**src/hdl/psa_ram.sv**
```systemverilog
module psa_ram #(
    parameter int WIDTH = 8,
    parameter int DEPTH = 16
) (
    input  logic                     clk,
    input  logic                     we,
    input  logic [$clog2(DEPTH)-1:0] waddr,
    input  logic [WIDTH-1:0]         wdata,
    input  logic [$clog2(DEPTH)-1:0] raddr,
    output logic [WIDTH-1:0]         rdata
);

    logic [WIDTH-1:0] mem [DEPTH];
    logic [WIDTH-1:0] rdata_reg;

    // one write port, one registered read port
    always_ff @(posedge clk)
    begin
        if (we)
        begin
            mem[waddr] <= wdata;
        end
        rdata_reg <= mem[raddr];
    end

    assign rdata = rdata_reg;

endmodule

```
**config.mk**
```make
export PLATFORM = sky130hd
export DESIGN_NAME = psa_ram
export DESIGN_NICKNAME = d
export VERILOG_FILES = /design/src/hdl/psa_ram.sv
export SDC_FILE = /design/constraint.sdc
export NUM_CORES = 1
export LEC_CHECK = 0
export BUFFER_PORTS_ARGS = -buffer_cell sky130_fd_sc_hd__buf_2
export CAP_MARGIN = 20
export CORE_MARGIN = 2
export CORE_UTILIZATION = 48
export DETAILED_ROUTE_END_ITERATION = 6
export SETUP_SLACK_MARGIN = 0.1
export SYNTH_ARGS = -nofsm -noshare
export SYNTH_HDL_FRONTEND = slang
export SYNTH_SLANG_ARGS = --single-unit
```
**constraint.sdc**
```tcl
create_clock -name clk -period 2.1 [get_ports clk]
set_input_delay 0.315 -clock clk [delete_from_list [all_inputs] [get_ports clk]]
set_output_delay 0.315 -clock clk [all_outputs]
set_load 0.1 [all_outputs]
```
==> impl_metrics.json, run 1 <==
{
  "wirelength_mm": 9.74,
  "largest_reg_flops": 128,
  "tns_ns": 0,
  "numPortBuffers": 25,
  "yosysUniqueCellTypes": 19,
  "cts_root_buf": "clkbuf_8",
  "status": "complete, no violations",
  "synth.avg_cell_area_um2": 22.5,
  "critPathMaxFanout": 1,
  "avgViaCountPerCell": 5.55,
  "path_cells": "buf_2",
  "path_depth": 1,
  "ys_ff_latch": 136,
  "grt_first_pass_wirelength_mm": 14.9,
  "critPathSlowestCell": "buf_2",
  "clockBufferDepth": 2,
  "pin_count": 26,
  "hold_class": "in2reg",
  "ant_nets": 0,
  "synth_area_leaders": "edfxtp_1 75%, mux4_2 7.9%, mux4_1 7.1%, dfxtp_1 3.1%, a22oi_1 2.3%",
  "dr.pass1.iters": 4,
  "endpoint_kind": "output pin",
  "clk_pin_slew_ns": 0.06,
  "crit_type": "reg2out",
  "dieArea_um2": 11600,
  "start_util": 0.496,
  "p_leak_nw": 2.10,
  "ys_async_sr_fraction": 0,
  "dpl.hpwl_mm": 6.14,
  "grt_max_degree": 33,
  "cts_buffers": 17,
  "grt_use_total": 0.187,
  "final_nets": 301,
  "finalHoldViolCount": 0,
  "worst_slew_pin_slew_ns": 0.703,
  "min_path_cells": 1,
  "fmax_ghz": 0.621,
  "maxSlewHeadroom": 0.529,
  "r2r_cells": 3,
  "wire_per_inst_um": 22.5,
  "antenna_found_initial": 0,
  "min_period_over_period": 0.767,
  "synth_common_cells": "128 x edfxtp_1, 18 x mux4_2, 16 x a22oi_1",
  "drc": 0,
  "row_count": 37,
  "rsz0062_at_grt": "no",
  "cp-start-kind": "register",
  "drive_gt1_frac": 0.318,
  "synth-seq-area-share": 0.778,
  "p_per_area_nw_per_um2": 1050,
  "routabilityCongestion": 0.755,
  "clock_skew_ns": 0.00951,
  "drv_cap": 0,
  "critPathBufInv": 1,
  "yosys_warnings": 0,
  "vias": 2398,
  "syn_nets": 247,
  "clk_latency_ns": 0.51,
  "cts_tree": "built",
  "report.final.slew_viol_count": 0,
  "setup_violations": 0,
  "chipHeight_um": 108,
  "power_mw": 6.50,
  "postCtsSetupBuffers": 0,
  "peakVddDrop_mv": 0.582,
  "post_cts_resized": 0,
  "required_ns": 1.78,
  "fillers": 762,
  "crit_family": "buffers and inverters",
  "drt_iter0_markers": 170,
  "synth_top_area_cell": "edfxtp_1",
  "synth_cells": 229,
  "die_x_um": 108,
  "grt_pass1_vias": 2419,
  "cts-htree-levels": 4,
  "overflow": 0,
  "clock-sinks": 136,
  "core_um2": 10400,
  "netlist_area_um2": 5150,
  "synth_edf_count": 128,
  "worstPathArrival_ns": 1.30,
  "yosysTopAreaCellShare": 0.747,
  "area_delta_synth_final_pct": 19.6,
  "synth_flop_cell": "edfxtp_1",
  "antenna_cells": 0,
  "cp_slowest_stage_delay_ns": 0.44,
  "ctsHoldBuffers": 0,
  "post-route-min-period_ns": 1.61,
  "synth.most_common_cell": "edfxtp_1"
}
## power by group
part | switching, mW | internal (mW) | leakage (nW)
Sequential | 0.0200 | 3.03 | 1.22
Clock | 1.10 | 1.93 | 0.290
Combinational | 0.287 | 0.126 | 0.590
## cells by family (layout without fill, tap and decap cells)
logic type / count (synthesis) / after routing / share of synthesized area
multiplexers: 32 / 32 / 0.150
buffers and inverters: 10 / 77 / 0.0168
flip-flops: 136 / 136 / 0.778
AO/OA/AOI/OAI: 16 / 16 / 0.0233
AND/OR/NAND/NOR: 35 / 35 / 0.0318
## area by class of cell
cell class / instances / area, um^2 / share of cell area
Sequential cell: 136 / 4000 / 0.650
Multi-Input combinational cell: 83 / 1060 / 0.172
Clock buffer: 17 / 414 / 0.0673
Timing Repair Buffer: 45 / 313 / 0.0508
Clock inverter: 15 / 199 / 0.0323
Tap cell: 136 / 170 / 0.0276
## stage by stage
stage                     instances  area (um^2)  hold slack, ns   util  worst slack, ns
final                           432         6160           0.191  0.594            0.488
after global routing            432         6160           0.178  0.594            0.433
after CTS                       432         6160           0.176  0.594            0.452
after detailed placement        400         5540           0.662  0.535            0.349
after global placement          400         5540           0.657  0.535            0.326
after floorplan                 229         5150           0.414      -            0.292
## layout by cell type, fill, tap and decap left out, types with 3 or more instances in the layout
cell type | Yosys | final
buf_2 | 3 | 25
bufinv_16 | 0 | 4
nand2_1 | 9 | 9
mux4_1 | 14 | 14
dfxtp_1 | 8 | 8
clkbuf_16 | 0 | 16
mux4_2 | 18 | 18
edfxtp_1 | 128 | 128
nor3_1 | 4 | 4
buf_12 | 0 | 3
buf_4 | 1 | 17
a22oi_1 | 16 | 16
inv_6 | 0 | 3
clkinvlp_4 | 0 | 3
nor2_1 | 13 | 13
## worst paths after layout
path / from / endpoint / slack, ns
hold / removal: wdata[3] / mem[12][3] / 0.19
setup / recovery: rdata[1] / rdata[1] / 0.49
hold reg to reg: mem[14][0] / rdata[0] / 0.68
setup reg to reg: mem[2][4] / rdata[4] / 0.73
## routing by layer
layer	global-route usage	part of all wire	wire length, um
met1	0.273	0.47	4530
met2	0.277	0.48	4680
met3	0.0496	0.045	436
met4	0.0650	0.0096	94
met5	0	0	0
Power figures use the tool's default switching activity.
==> run 2, diff against run 1 <==
- clock period: 2.1 -> 1.5 ns (I/O delays scaled with it)
==> impl_metrics.json, run 2 (synthesized netlist as in run 1, its figures left out) <==
{
  "numPortBuffers": 25,
  "worstPathArrival_ns": 1.14,
  "min_period_over_period": 0.910,
  "hp-start": "wdata[6]",
  "wire_per_inst_um": 21.4,
  "die_x_um": 108,
  "cts_buffers": 17,
  "cts_tree": "built",
  "reg2reg_from": "mem[1][5]",
  "largest_reg_flops": 128,
  "endpoint_kind": "output pin",
  "grt_pass1_vias": 2506,
  "worst_slew_pin_slew_ns": 0.777,
  "crit_type": "reg2out",
  "core_um2": 10400,
  "routabilityCongestion": 0.759,
  "fin_hold_ws_ns": 0.0973,
  "clk_pin_slew_ns": 0.06,
  "row_count": 37,
  "drv_cap": 0,
  "dieArea_um2": 11600,
  "path_cells": "buf_4",
  "p_per_area_nw_per_um2": 1410,
  "dr.pass1.iters": 4,
  "post-route-min-period_ns": 1.36,
  "cp-start-kind": "register",
  "path_depth": 1,
  "crit_family": "flip-flops",
  "peakVddDrop_mv": 0.785,
  "final_common_cell": "edfxtp_1",
  "grt_use_total": 0.179,
  "ctsHoldBuffers": 0,
  "report.final.slew_viol_count": 0,
  "hold_class": "in2reg",
  "clockBufferDepth": 2,
  "clk_latency_ns": 0.51,
  "pin_count": 26,
  "grt_max_degree": 21,
  "critPathBufInv": 1,
  "maxSlewHeadroom": 0.481,
  "rsz0062_at_grt": "no",
  "power_mw": 8.74,
  "start_util": 0.496,
  "startpoint": "rdata[6]",
  "overflow": 0,
  "reg2reg_slack_ns": 0.18,
  "p_leak_nw": 2.14,
  "post_cts_resized": 8,
  "ant_nets": 0,
  "multi_input_area_um2": 1080,
  "chipHeight_um": 108,
  "vias": 2440,
  "clock_skew_ns": 0.00640,
  "dp.cells": 407,
  "wirelength_mm": 9.39,
  "cts-htree-levels": 4,
  "fin_cells": 439,
  "setup_violations": 0,
  "regArea_um2": 4000,
  "cts_root_buf": "clkbuf_8",
  "drc": 0,
  "avgViaCountPerCell": 5.56,
  "final_cell_mix": "128 x edfxtp_1, 30 x buf_4, 18 x mux4_2, 17 x buf_2, 16 x clkbuf_16",
  "clock-sinks": 136,
  "fmax_ghz": 0.733,
  "fillers": 775,
  "required_ns": 1.27,
  "drt_iter0_markers": 109,
  "status": "complete, no violations",
  "postCtsSetupBuffers": 0,
  "grt_first_pass_wirelength_mm": 14.4,
  "r2r_cells": 3,
  "critPathSlowestCell": "dfxtp_1",
  "min_path_cells": 1,
  "critPathMaxFanout": 1,
  "antenna_cells": 0,
  "finalHoldViolCount": 0,
  "area_delta_synth_final_pct": 20.8,
  "dpl.hpwl_mm": 6.13,
  "cp_slowest_stage_delay_ns": 0.33,
  "final_nets": 308,
  "antenna_found_initial": 0,
  "drive_gt1_frac": 0.350
}
run 2: cell count changes in the layout (fill, tap and decap cells not counted), moves of 3 or more:
cell,previous run,this run
nor3_2,0,3
clkinv_2,1,5
buf_4,17,30
nor3_1,4,1
buf_2,25,17
run 2: worst register-to-register path, stage by stage (launching register included):
cell and delay [ns]:
edfxtp_1 0.37, mux4_1 0.51, a22oi_1 0.25, nand2_1 0.09
run 2: final cells by class:
cell class                      instances  share of cell area
Tap cell                              136              0.0274
Multi-Input combinational cell         83               0.174
Clock buffer                           20              0.0700
Clock inverter                         12              0.0203
Timing Repair Buffer                   52              0.0646
Sequential cell                       136               0.644
run 2: path summary, 6_finish.rpt:
| kind | endpoint |
|---|---|
| setup / recovery | rdata[6] |
| hold / removal | mem[1][6] |
| setup reg to reg | rdata[5] |
| hold reg to reg | rdata[1] |
run 2: metal layers:
layer / wire length, um / track usage / vias up
li1: - / - / 1097
met3: 409 / 0.0490 / 11
met1: 4360 / 0.247 / 1267
met2: 4520 / 0.276 / 65
met5: 0 / 0 / -
met4: 105 / 0.0687 / 0
run 2: stage by stage:
step	area [um^2]	setup TNS (ns)	setup WS, ns	util
floorplan	5160	0	0.00885	-
global placement	5620	-0.685	-0.132	0.542
detailed placement	5620	-0.816	-0.174	0.542
CTS	6210	0	0.0847	0.598
global route	6220	0	0.101	0.600
finish	6220	0	0.135	0.600
run 2: report_power, final:
group	switching (mW)	internal (mW)	total, mW
sequential	0.0251	4.25	4.27
clock	1.46	2.40	3.86
combinational	0.406	0.206	0.612
total	1.89	6.85	8.74
==> run 3, diff against run 2 <==
- CELL_PAD_IN_SITES_DETAIL_PLACEMENT: default -> 0
- CELL_PAD_IN_SITES_GLOBAL_PLACEMENT: default -> 1
- PLACE_DENSITY_LB_ADDON: default -> 0.1
==> impl_metrics.json, run 3 (synthesized netlist as in run 1, its figures left out) <==
{
  "status": "complete, no violations",
  "chipHeight_um": 108,
  "overflow": 0,
  "grt_first_pass_wirelength_mm": 15.3,
  "drv_cap": 0,
  "pin_count": 26,
  "antenna_found_initial": 0,
  "p_seq_frac": 0.495,
  "net-switching-power_mw": 1.97,
  "wire_per_inst_um": 22.0,
  "clk_latency_ns": 0.51,
  "tns_ns": 0,
  "drive_gt1_frac": 0.370,
  "setup_slack_ns": 0.135,
  "post-route-min-period_ns": 1.37,
  "final_common_cell": "edfxtp_1",
  "start_util": 0.496,
  "placed_area_um2": 5680,
  "dieArea_um2": 11600,
  "cp-start-kind": "register",
  "p_per_area_nw_per_um2": 1380,
  "report.final.slew_viol_count": 0,
  "vias": 2443,
  "setup_violations": 0,
  "p_comb_frac": 0.074,
  "drc": 0,
  "ctsHoldBuffers": 0,
  "cts_buffers": 17,
  "largest_reg_flops": 128,
  "dp.cells": 413,
  "avgViaCountPerCell": 5.50,
  "core_um2": 10400,
  "grt_pass1_vias": 2576,
  "cts_root_buf": "clkbuf_8",
  "dpl.hpwl_mm": 6.39,
  "power_mw": 8.64,
  "clock_skew_ns": 0.00643,
  "clockBufferDepth": 2,
  "p_leak_nw": 2.16,
  "clock_power_share": 0.431,
  "worstPathArrival_ns": 1.75,
  "fillers": 769,
  "cp_slowest_stage_delay_ns": 0.50,
  "switching_share": 0.228,
  "internal-power_mw": 6.67,
  "cts_tree": "built",
  "maxSlewHeadroom": 0.441,
  "critPathSlowestCell": "mux4_2",
  "antenna_cells": 0,
  "finalHoldViolCount": 0,
  "ant_nets": 0,
  "fin_area_um2": 6270,
  "final_nets": 314,
  "endpoint_kind": "register",
  "numPortBuffers": 25,
  "postCtsSetupBuffers": 0,
  "final_cell_mix": "128 x edfxtp_1, 34 x buf_4, 18 x mux4_2, 17 x buf_2, 16 x clkbuf_16",
  "routabilityCongestion": 0.724,
  "clk_pin_slew_ns": 0.06,
  "fmax_ghz": 0.732,
  "dr.pass1.iters": 4,
  "critPathMaxFanout": 1,
  "grt_use_total": 0.192,
  "drt_iter0_markers": 189,
  "path_cells": "mux4_2, a22oi_2, buf_4, nand2_1",
  "grt_max_degree": 18,
  "crit_type": "reg2reg",
  "peakVddDrop_mv": 0.626,
  "wirelength_mm": 9.75,
  "cts-htree-levels": 4,
  "min_period_over_period": 0.910,
  "dp_slack_ns": -0.216,
  "die_x_um": 108,
  "clock-sinks": 136,
  "hold_class": "in2reg",
  "worst_slew_pin_slew_ns": 0.836,
  "required_ns": 1.89,
  "row_count": 37,
  "area_delta_synth_final_pct": 21.7,
  "fin_cells": 444,
  "rsz0062_at_grt": "yes"
}
[run 3: changes by cell type in the layout (fill, tap and decap cells not counted), moves of 2 or more]
cell        delta
buf_4          +4
clkbuf_1       -2
clkinv_2       -2
clkinv_4       +2
clkinvlp_4     +2
[run 3: final timing paths]
path	start	to	slack, ns	cells after the start
worst min-delay path	wdata[7]	mem[14][7]	0.1	1
worst max-delay path	mem[3][6]	rdata[6]	0.13	4
worst min register to register	mem[7][7]	rdata[7]	0.67	3
worst max register to register	mem[3][6]	rdata[6]	0.13	4
[run 3: per-layer routing]
metal | vias up | global-route usage | part of all wire | wire length (um)
li1 | 1107 | - | - | -
met1 | 1272 | 0.267 | 0.45 | 4360
met2 | 55 | 0.300 | 0.51 | 4930
met3 | 9 | 0.0575 | 0.041 | 396
met4 | 0 | 0.0522 | 0.0073 | 71
met5 | - | 0 | 0 | 0
[run 3: layout make-up]
| cell class | instances | area (um^2) | area share |
|---|---|---|---|
| clock inverter | 14 | 128 | 0.0204 |
| multi-input combinational | 83 | 1090 | 0.174 |
| clock buffer | 17 | 414 | 0.0661 |
| timing repair buffer | 58 | 463 | 0.0739 |
| sequential | 136 | 4000 | 0.639 |
| tap | 136 | 170 | 0.0272 |
[run 3: repair_timing]
item	CTS	global route
endpoints found under the setup margin	10	4
gates resized for setup	10	3
gates cloned	0	0
[run 3: stage by stage]
stage               utilization  hold slack, ns
finish                    0.604          0.0953
global route              0.604          0.0776
CTS                       0.603          0.0742
detailed placement        0.548           0.619
global placement          0.548           0.614
floorplan                     -           0.324
[run 3: power by group through the flow]
stage          clock, mW  combinational (mW)  sequential [mW]
2_1_floorplan          0               0.217             4.53
3_3_place_gp           0               0.615             4.35
3_5_place_dp           0               0.622             4.35
4_1_cts             3.78               0.642             4.27
5_1_grt             3.97               0.677             4.28
6_report            3.72               0.638             4.27
[run 3: critical path, delay by kind of cell (launching register included)]
kind,cells,cell delay [ns]
AOI/OAI and AO/OA,1,0.17
buffers and inverters,1,0.14
DFF,1,0.38
muxes,1,0.50
and+or+nand+nor,1,0.06
